## src/design/lfu_pkg.sv

```systemverilog
// Shared types and constants for the least-frequently-used cache store.
`timescale 1ns / 1ps

package lfu_pkg;

  localparam int KEY_W  = 32;
  localparam int DATA_W = 32;
  localparam int USES_W = 16;
  localparam int TOUCH_W = 32;
  localparam int CAP_W  = 5;

  localparam logic [CAP_W-1:0]  CAP_RESET  = 5'd16;
  localparam logic [DATA_W-1:0] MISS_VALUE = 32'hFFFF_FFFF;
  localparam logic [USES_W-1:0] USES_MAX   = 16'hFFFF;
  localparam logic [USES_W-1:0] USES_FIRST = 16'd1;

  // Operation codes carried on the input tuser
  localparam logic OP_GET = 1'b0;
  localparam logic OP_PUT = 1'b1;

  // Sequencer states
  typedef enum logic [1:0] {
    ST_IDLE,
    ST_SCAN,
    ST_WAIT,
    ST_DECIDE
  } lfu_state_t;

  // One stored slot, as kept in the entry memory
  typedef struct packed {
    logic [KEY_W-1:0]   key;
    logic [DATA_W-1:0]  data;
    logic [USES_W-1:0]  uses;
    logic [TOUCH_W-1:0] touch;
  } entry_t;

  localparam int ENTRY_W = $bits(entry_t);

  // Summary gathered by the scan unit over one pass
  typedef struct packed {
    logic               hit;
    logic [DATA_W-1:0]  hit_data;
    logic [USES_W-1:0]  hit_uses;
    logic [KEY_W-1:0]   victim_key;
  } scan_res_t;

endpackage

```

## src/design/lfu_ram.sv

```systemverilog
// Generic single-write, single-read RAM with registered read data.
`timescale 1ns / 1ps

module lfu_ram #(
  parameter int WIDTH = 8,
  parameter int DEPTH = 16,
  localparam int ADDR_W = (DEPTH > 1) ? $clog2(DEPTH) : 1
) (
  input  logic              clk,
  input  logic              wr_en,
  input  logic [ADDR_W-1:0] wr_addr,
  input  logic [WIDTH-1:0]  wr_data,
  input  logic              rd_en,
  input  logic [ADDR_W-1:0] rd_addr,
  output logic [WIDTH-1:0]  rd_data
);

  logic [WIDTH-1:0] mem [DEPTH];

  // Write port
  always_ff @(posedge clk) begin
    if (wr_en) begin
      mem[wr_addr] <= wr_data;
    end
  end

  // Registered read port
  always_ff @(posedge clk) begin
    if (rd_en) begin
      rd_data <= mem[rd_addr];
    end
  end

endmodule

```

## src/design/lfu_scan.sv

```systemverilog
// Shared compare unit: key match, victim choice and free slot search, one entry a cycle.
`timescale 1ns / 1ps

module lfu_scan
  import lfu_pkg::*;
#(
  parameter int IDX_W = 4
) (
  input  logic             clk,
  input  logic             rst_n,
  input  logic             start,
  input  logic             sample,
  input  logic [IDX_W-1:0] sample_idx,
  input  logic             sample_valid,
  input  entry_t           sample_entry,
  input  logic [KEY_W-1:0] key,
  output scan_res_t        res,
  output logic [IDX_W-1:0] hit_idx,
  output logic [IDX_W-1:0] victim_idx,
  output logic [IDX_W-1:0] free_idx
);

  logic               hit_r, hit_nxt;
  logic [DATA_W-1:0]  hit_data_r, hit_data_nxt;
  logic [USES_W-1:0]  hit_uses_r, hit_uses_nxt;
  logic [IDX_W-1:0]   hit_idx_r, hit_idx_nxt;
  logic               best_vld_r, best_vld_nxt;
  logic [USES_W-1:0]  best_uses_r, best_uses_nxt;
  logic [TOUCH_W-1:0] best_touch_r, best_touch_nxt;
  logic [KEY_W-1:0]   best_key_r, best_key_nxt;
  logic [IDX_W-1:0]   best_idx_r, best_idx_nxt;
  logic               free_vld_r, free_vld_nxt;
  logic [IDX_W-1:0]   free_idx_r, free_idx_nxt;
  logic               match;
  logic               better;

  // Compare the arriving entry against the key and the running best
  always_comb begin
    match  = sample_valid && (sample_entry.key == key);
    better = sample_valid &&
             (!best_vld_r || (sample_entry.uses < best_uses_r) ||
              ((sample_entry.uses == best_uses_r) && (sample_entry.touch < best_touch_r)));

    hit_nxt        = hit_r;
    hit_data_nxt   = hit_data_r;
    hit_uses_nxt   = hit_uses_r;
    hit_idx_nxt    = hit_idx_r;
    best_vld_nxt   = best_vld_r;
    best_uses_nxt  = best_uses_r;
    best_touch_nxt = best_touch_r;
    best_key_nxt   = best_key_r;
    best_idx_nxt   = best_idx_r;
    free_vld_nxt   = free_vld_r;
    free_idx_nxt   = free_idx_r;

    if (start) begin
      hit_nxt      = 1'b0;
      best_vld_nxt = 1'b0;
      free_vld_nxt = 1'b0;
    end else if (sample) begin
      // keep the first match
      if (match && !hit_r) begin
        hit_nxt      = 1'b1;
        hit_data_nxt = sample_entry.data;
        hit_uses_nxt = sample_entry.uses;
        hit_idx_nxt  = sample_idx;
      end
      // lower uses wins, then older touch; strict compare keeps the lowest slot on full ties
      if (better) begin
        best_vld_nxt   = 1'b1;
        best_uses_nxt  = sample_entry.uses;
        best_touch_nxt = sample_entry.touch;
        best_key_nxt   = sample_entry.key;
        best_idx_nxt   = sample_idx;
      end
      // first empty slot
      if (!sample_valid && !free_vld_r) begin
        free_vld_nxt = 1'b1;
        free_idx_nxt = sample_idx;
      end
    end
  end

  // Flags need reset; the captured payload does not
  always_ff @(posedge clk) begin
    if (!rst_n) begin
      hit_r      <= 1'b0;
      best_vld_r <= 1'b0;
      free_vld_r <= 1'b0;
    end else begin
      hit_r      <= hit_nxt;
      best_vld_r <= best_vld_nxt;
      free_vld_r <= free_vld_nxt;
    end
  end

  always_ff @(posedge clk) begin
    hit_data_r   <= hit_data_nxt;
    hit_uses_r   <= hit_uses_nxt;
    hit_idx_r    <= hit_idx_nxt;
    best_uses_r  <= best_uses_nxt;
    best_touch_r <= best_touch_nxt;
    best_key_r   <= best_key_nxt;
    best_idx_r   <= best_idx_nxt;
    free_idx_r   <= free_idx_nxt;
  end

  assign res.hit        = hit_r;
  assign res.hit_data   = hit_data_r;
  assign res.hit_uses   = hit_uses_r;
  assign res.victim_key = best_key_r;
  assign hit_idx        = hit_idx_r;
  assign victim_idx     = best_idx_r;
  assign free_idx       = free_idx_r;

endmodule

```

## src/design/lfu_cache_store.sv

```systemverilog
// Least-frequently-used key/value cache store, top level.
//
// Channels: in_* carries one request per transfer (tuser = op, 0 get, 1 put;
// tdata = key then put_value). out_* returns exactly one result per request
// (tdata = found, read_value, evicted, evicted_key from bit 0 up). cfg_*
// writes the capacity register; write it only while no request is in flight.
//
// Sequencing: a request goes from ST_IDLE through ST_SCAN and ST_WAIT to ST_DECIDE.
// The entry memory has one read port and every request reads each slot once
// through the shared compare unit, then ST_DECIDE decides and writes back. A
// new request is taken in the cycle after the result is registered; no new
// request is taken while one is being scanned or decided.
//
// Reset: all slots empty, touch counter and occupancy zero, capacity 16. No
// clearing pass is needed; slot valid bits live in flip-flops.
//
// Stall: the result waits in the output register while out_tready is low; the
// next request may be taken and scanned, and its write-back is held until the
// output register is free.
`timescale 1ns / 1ps

module lfu_cache_store
  import lfu_pkg::*;
#(
  parameter int MAX_ENTRIES = 16
) (
  input  logic             clk,
  input  logic             rst_n,
  // request stream
  input  logic             in_tvalid,
  output logic             in_tready,
  input  logic [63:0]      in_tdata,   // [31:0] key, [63:32] put_value
  input  logic             in_tuser,   // [0] op
  // result stream
  output logic             out_tvalid,
  input  logic             out_tready,
  output logic [71:0]      out_tdata,  // [0] found, [32:1] read_value, [33] evicted,
                                       // [65:34] evicted_key, [71:66] zero
  // capacity register write
  input  logic             cfg_valid,
  output logic             cfg_ready,
  input  logic [CAP_W-1:0] cfg_data
);

  localparam int IDX_W = (MAX_ENTRIES > 1) ? $clog2(MAX_ENTRIES) : 1;
  localparam int OCC_W = $clog2(MAX_ENTRIES + 1);
  localparam int CMP_W = (OCC_W > CAP_W) ? OCC_W : CAP_W;
  localparam logic [IDX_W-1:0] LAST_IDX = IDX_W'(MAX_ENTRIES - 1);

  lfu_state_t              state_r, state_nxt;
  logic [IDX_W-1:0]        idx_r, idx_nxt;
  logic                    pend_vld_r;
  logic [IDX_W-1:0]        pend_idx_r;
  logic                    op_r;
  logic [KEY_W-1:0]        key_r;
  logic [DATA_W-1:0]       val_r;
  logic [CAP_W-1:0]        capacity_r;
  logic [MAX_ENTRIES-1:0]  valid_r;
  logic [OCC_W-1:0]        occ_r;
  logic [TOUCH_W-1:0]      touch_r;
  logic                    out_valid_r;
  logic [71:0]             out_data_r;

  logic                    accept;
  logic                    scan_start;
  logic                    rd_en;
  entry_t                  rd_entry;
  logic [ENTRY_W-1:0]      rd_word;
  scan_res_t               res;
  logic [IDX_W-1:0]        hit_idx, victim_idx, free_idx;

  logic                    can_load, commit;
  logic                    full, cap_zero;
  logic [USES_W-1:0]       uses_inc;
  logic [DATA_W-1:0]       rd_val;
  logic                    ev;
  logic [KEY_W-1:0]        ev_key;
  logic                    wr_req;
  logic [IDX_W-1:0]        wr_idx;
  entry_t                  wr_entry;
  logic                    occ_inc;

  // Entry memory: one read per scan cycle, one write at decide
  lfu_ram #(
    .WIDTH (ENTRY_W),
    .DEPTH (MAX_ENTRIES)
  ) u_ram (
    .clk     (clk),
    .wr_en   (commit && wr_req),
    .wr_addr (wr_idx),
    .wr_data (wr_entry),
    .rd_en   (rd_en),
    .rd_addr (idx_r),
    .rd_data (rd_word)
  );

  assign rd_entry = entry_t'(rd_word);

  // Shared compare unit walks the slots as their data arrives
  lfu_scan #(
    .IDX_W (IDX_W)
  ) u_scan (
    .clk          (clk),
    .rst_n        (rst_n),
    .start        (scan_start),
    .sample       (pend_vld_r),
    .sample_idx   (pend_idx_r),
    .sample_valid (valid_r[pend_idx_r]),
    .sample_entry (rd_entry),
    .key          (key_r),
    .res          (res),
    .hit_idx      (hit_idx),
    .victim_idx   (victim_idx),
    .free_idx     (free_idx)
  );

  // Sequencer
  always_comb begin
    state_nxt  = state_r;
    idx_nxt    = idx_r;
    in_tready  = 1'b0;
    rd_en      = 1'b0;
    scan_start = 1'b0;
    unique case (state_r)
      ST_IDLE: begin
        in_tready = 1'b1;
        if (in_tvalid) begin
          scan_start = 1'b1;
          idx_nxt    = '0;
          state_nxt  = ST_SCAN;
        end
      end
      ST_SCAN: begin
        rd_en   = 1'b1;
        idx_nxt = idx_r + 1'b1;
        if (idx_r == LAST_IDX) begin
          state_nxt = ST_WAIT;
        end
      end
      ST_WAIT: begin
        state_nxt = ST_DECIDE;
      end
      ST_DECIDE: begin
        if (can_load) begin
          state_nxt = ST_IDLE;
        end
      end
      default: begin
        state_nxt = ST_IDLE;
      end
    endcase
  end

  assign accept    = in_tvalid && in_tready;
  assign can_load  = !out_valid_r || out_tready;
  assign commit    = (state_r == ST_DECIDE) && can_load;
  assign cap_zero  = (capacity_r == '0);
  assign full      = (CMP_W'(occ_r) >= CMP_W'(capacity_r)) ||
                     (occ_r >= OCC_W'(MAX_ENTRIES));
  assign uses_inc  = (res.hit_uses == USES_MAX) ? res.hit_uses : res.hit_uses + 1'b1;

  // Decide the result and the write-back from the scan summary
  always_comb begin
    rd_val         = '0;
    ev             = 1'b0;
    ev_key         = '0;
    wr_req         = 1'b0;
    wr_idx         = hit_idx;
    occ_inc        = 1'b0;
    wr_entry.key   = key_r;
    wr_entry.data  = val_r;
    wr_entry.uses  = uses_inc;
    wr_entry.touch = touch_r;
    if (op_r == OP_GET) begin
      if (res.hit) begin
        rd_val        = res.hit_data;
        wr_req        = 1'b1;
        wr_entry.data = res.hit_data;
      end else begin
        rd_val = MISS_VALUE;
      end
    end else if (!cap_zero) begin
      wr_req = 1'b1;
      if (!res.hit) begin
        wr_entry.uses = USES_FIRST;
        if (full) begin
          ev     = 1'b1;
          ev_key = res.victim_key;
          wr_idx = victim_idx;
        end else begin
          wr_idx  = free_idx;
          occ_inc = 1'b1;
        end
      end
    end
  end

  assign cfg_ready = 1'b1;

  // Control registers
  always_ff @(posedge clk) begin
    if (!rst_n) begin
      state_r     <= ST_IDLE;
      pend_vld_r  <= 1'b0;
      capacity_r  <= CAP_RESET;
      valid_r     <= '0;
      occ_r       <= '0;
      touch_r     <= '0;
      out_valid_r <= 1'b0;
    end else begin
      state_r    <= state_nxt;
      pend_vld_r <= rd_en;
      if (cfg_valid) begin
        capacity_r <= cfg_data;
      end
      if (commit && wr_req) begin
        valid_r[wr_idx] <= 1'b1;
        touch_r         <= touch_r + 1'b1;
      end
      if (commit && occ_inc) begin
        occ_r <= occ_r + 1'b1;
      end
      if (commit) begin
        out_valid_r <= 1'b1;
      end else if (out_tready) begin
        out_valid_r <= 1'b0;
      end
    end
  end

  // Payload registers
  always_ff @(posedge clk) begin
    idx_r      <= idx_nxt;
    pend_idx_r <= idx_r;
    if (accept) begin
      op_r  <= in_tuser;
      key_r <= in_tdata[31:0];
      val_r <= in_tdata[63:32];
    end
    if (commit) begin
      out_data_r <= {6'b0, ev_key, ev, rd_val, res.hit};
    end
  end

  assign out_tvalid = out_valid_r;
  assign out_tdata  = out_data_r;

  // Occupancy tracks the valid bits exactly
  a_occ_count: assert property (@(posedge clk) disable iff (!rst_n)
    $countones(valid_r) == int'(occ_r))
    else $error("occupancy differs from valid bit count");

  // An eviction is only reported for a key that was not present
  a_evict_miss: assert property (@(posedge clk) disable iff (!rst_n)
    (commit && ev) |-> !res.hit)
    else $error("eviction on a hit");

  // A committed item frees the sequencer for the next request
  a_commit_idle: assert property (@(posedge clk) disable iff (!rst_n)
    commit |=> (state_r == ST_IDLE) && out_valid_r)
    else $error("commit did not return to idle with a result");

  // A stalled result is never overwritten
  a_out_hold: assert property (@(posedge clk) disable iff (!rst_n)
    (out_valid_r && !out_tready) |=> $stable(out_data_r))
    else $error("pending result changed under stall");

  // The scan ends at the last slot and never reads past it
  a_scan_end: assert property (@(posedge clk) disable iff (!rst_n)
    (state_r == ST_SCAN && idx_r == LAST_IDX) |=> (state_r == ST_WAIT))
    else $error("scan overran the last slot");

endmodule
```

## config.mk

```make
export PLATFORM = sky130hd
export DESIGN_NAME = lfu_cache_store
export DESIGN_NICKNAME = d
export VERILOG_FILES = /design/src/design/lfu_pkg.sv /design/src/design/lfu_ram.sv /design/src/design/lfu_scan.sv /design/src/design/lfu_cache_store.sv
export SDC_FILE = /design/constraint.sdc
export NUM_CORES = 2
export LEC_CHECK = 0
export ABC_AREA = 1
export BUFFER_PORTS_ARGS = -buffer_cell sky130_fd_sc_hd__clkbuf_2
export CAP_MARGIN = 20
export CORE_ASPECT_RATIO = 0.5
export CORE_UTILIZATION = 45
export CTS_CLUSTER_DIAMETER = 40
export CTS_CLUSTER_SIZE = 10
export DETAILED_ROUTE_END_ITERATION = 10
export GPL_ROUTABILITY_DRIVEN = 0
export SLEW_MARGIN = 20
export SYNTH_ARGS = -nofsm -noshare
export SYNTH_HDL_FRONTEND = slang
export SYNTH_SLANG_ARGS = --single-unit
```

## constraint.sdc

```tcl
create_clock -name clk -period 5.64 [get_ports clk]
set_input_delay 0.846 -clock clk [delete_from_list [all_inputs] [get_ports clk]]
set_output_delay 0.846 -clock clk [all_outputs]
set_load 0.01 [all_outputs]
```

==> flow_summary.yaml <==
logic_synthesis:
  yosys.area_share.simple: 0.08634
  synth_top_family_by_area: "compound AO/OA/AOI/OAI gates"
  synthAdderAreaFrac: 0.008544
  yosys_warnings: 0
  ys_async_sr_fraction: 0
  postSynthCellCount: 6230
  synthMuxAreaShare: 0.02062
  ys_ff_latch: 2248
  synth.cell_area_um2: 87860
  synth_compound_area_frac: 0.08714
  synth.avg_cell_area_um2: 14.10
  synth.top_cells.by_area: "edfxtp_1, nor2_1, o21ai_0, o32ai_1, mux2i_1"
  synth_edf_count: 2179
  yosysTopAreaCellShare: 0.7447
  ys_seq_area_frac: 0.7604
  synth.distinct_cells: 45
  yosysTopAreaCell: "edfxtp_1"
  ys.flop_type: "edfxtp_1"
  yosys.area_share.xor_xnor: 0.003389
drt:
  drc: 8
  first_pass_iters: 9
  dr.first_iter.drc_count: 5797
  drtAntennaViolNets: 0
  vias_per_cell: 5.801
  wl_per_cell_um: 24.77
  vias: 52657
  wirelength_um: 224800
sta:
  setup_viol: 0
  grt_setup_unrepaired: "false"
  finalHoldViolCount: 0
  final.min_clock_period_ns: 3.773
  fmax_ghz: 0.2651
  slew_viol_final: 0
  setup_tns_ns: 0
  fin_skew_ns: 0.04591
  timing.hold.ws_ns: 0.1890
  fin_crit_sh: 0.6689
  slew_headroom: 0.2398
  tightestPinTransition_ns: 1.140
cells_and_area:
  largest_register_ffs: 1792
  regArea_um2: 66820
  final_layout_size_suffix_gt1_frac: 0.09527
  layout.nets: 6515
  syn_to_final_growth_pct: 12.37
  fin_area_um2: 98730
  multiInputGateArea_um2: 18210
  top_register: "u_ram.mem"
  final_util: 0.5101
  num-fill-cells: 15976
place:
  numPortBuffers: 142
  placed_area_um2: 91230
  hpwl_um: 117900
floorplanning:
  ios: 150
  dieArea_um2: 197100
  placeableCoreArea_um2: 193600
  rows: 114
  die_height_um: 314.5
  initial_core_util: 0.4539
  die_w_um: 626.9
clock_tree:
  numClockSinks: 2248
  clk_path_buf_depth: 4
  ctsHoldBuffers: 0
  cts_buffers: 270
  insertion_delay_ns: 0.83
  root_buffer: "clkbuf_16"
  htree_levels: 5
  cts_tree: "yes"
  cts_resized: 0
  clk_pin_slew_ns: 0.06
  post_cts_buffers: 0
global_routing:
  grt_remaining_overflow: 0
  grt_max_degree: 213
  grt_pass1_vias: 51789
  grt_use_total: 0.2247
  grt_pass1_wl_um: 332900
  antenna_found_initial: 5
power:
  vdd_ir_drop_max_mv: 0.4260
  cellPowerDensity_nw_per_um2: 479.2
  p_leak_nw: 32.24
hold_path:
  min_path_cells: 1
  hp-class: "input pin to flip-flop"
  worstHoldStart: "in_tdata[21]"
  min_to: "key_r[21]"
worst_setup_path:
  reg2reg_depth: 10
  reg2reg_slack_ns: 1.87
  r2r-start: "capacity_r[0]"
  start_kind: "flip-flop"
  worst_setup_path_end_kind: "flip-flop"
  cp_max_fo: 69
  arrival_ns: 4.21
  r2r_end: "u_ram.mem[7][24]"
  path_class: "flip-flop to flip-flop"
  required_ns: 6.08
flow_run:
  drv_cap: 0
run_status:
  status: "finished, violations left"
  violations: "DRC"
[power by group]
part           switching, mW  internal (mW)
combinational           7.94           3.26
clock                   6.37           9.01
sequential             0.688           20.0
total                   15.0           32.3
[cell type report]
class	count	share of cell area
antenna	2	0.00005069
clock inverter	23	0.003067
inverter	270	0.01144
clock buffer	335	0.07263
multi-input combinational	3339	0.1844
tap	2610	0.03308
timing repair buffer	251	0.01860
sequential	2248	0.6767
[cell families (layout without fill, tap and decap cells)]
group,Yosys count,in the layout
flip-flops,2248,2248
AND/OR/NAND/NOR,1895,1895
AO/OA/AOI/OAI,1162,1162
buffers and inverters,648,879
multiplexers,181,181
adder cells (fa/ha/maj),60,60
XOR/XNOR,34,34
other,2,9
[worst max-delay path: stages (launching register included)]
cell	delay (ns)
dfxtp_1	0.37
nor2_1	0.06
nand4_1	0.15
nand3_2	0.38
inv_2	0.45
or2_2	0.18
nand2_1	0.07
nor2_1	0.21
nand2_1	0.20
inv_6	0.78
buf_12	0.36
[how the worst max path moves through the flow]
| stage | slack, ns | from | end |
|---|---|---|---|
| finish | 1.87 | capacity_r[0] | u_ram.mem[7][24] |
| global route | 1.67 | capacity_r[0] | u_ram.mem[7][111] |
| CTS | 1.91 | capacity_r[0] | u_ram.mem[7][111] |
| detailed placement | 1.93 | capacity_r[0] | u_ram.mem[7][103] |
| global placement | 1.90 | capacity_r[0] | u_ram.mem[7][103] |
| floorplan | 0.95 | in_tvalid | u_scan.hit_data_r[0] |
[metrics by stage]
step | instances | total power [mW] | setup slack (ns)
detailed placement | 8717 | 32.21 | 1.930
floorplan | 6235 | 28.55 | 0.9481
global placement | 8715 | 31.97 | 1.905
CTS | 9075 | 47.55 | 1.906
global route | 9077 | 49.30 | 1.666
finish | 9078 | 47.31 | 1.867
[metal layers]
metal / GRT usage / vias up / part of all wire
met2: 0.3531 / 2040 / 0.46
met3: 0.03389 / 342 / 0.070
met4: 0.06112 / 2 / 0.022
met5: 0 / - / 0.000058
met1: 0.3281 / 26802 / 0.45
li1: - / 23471 / -
[cell usage after synthesis, types with 3 or more instances]
library cell  count
buf_2            99
xor2_1           18
or2_2             8
nand2_1         473
o21ai_0         516
nor2_2            5
xnor2_1          16
o221ai_1        181
buf_1            11
buf_4            24
o21ai_1           6
mux2i_1         181
o22ai_1           4
a31oi_1           5
nor3_1           34
nor2_1         1111
inv_2             8
a21oi_1         126
o32ai_1         267
nand4_1          23
o211ai_1         47
clkinv_1          3
edfxtp_1       2179
buf_6            36
ha_1             60
clkbuf_1        206
nand3_1         228
o21a_1            5
nand2_2           3
dfxtp_1          69
inv_1           258
[cell usage in the layout, fill, tap and decap left out, drive strengths merged, types with 4 or more instances in the layout]
master,n
a21oi,127
a31oi,5
buf,109
clkbuf,477
clkinv,9
conb,7
dfxtp,69
edfxtp,2179
ha,60
inv,280
mux2i,181
nand2,476
nand3,230
nand4,23
nor2,1118
nor3,34
o211ai,47
o21a,5
o21ai,522
o221ai,181
o22ai,4
o32ai,267
or2,8
xnor2,16
xor2,18
Note: power is estimated with default switching activity, not from simulation.
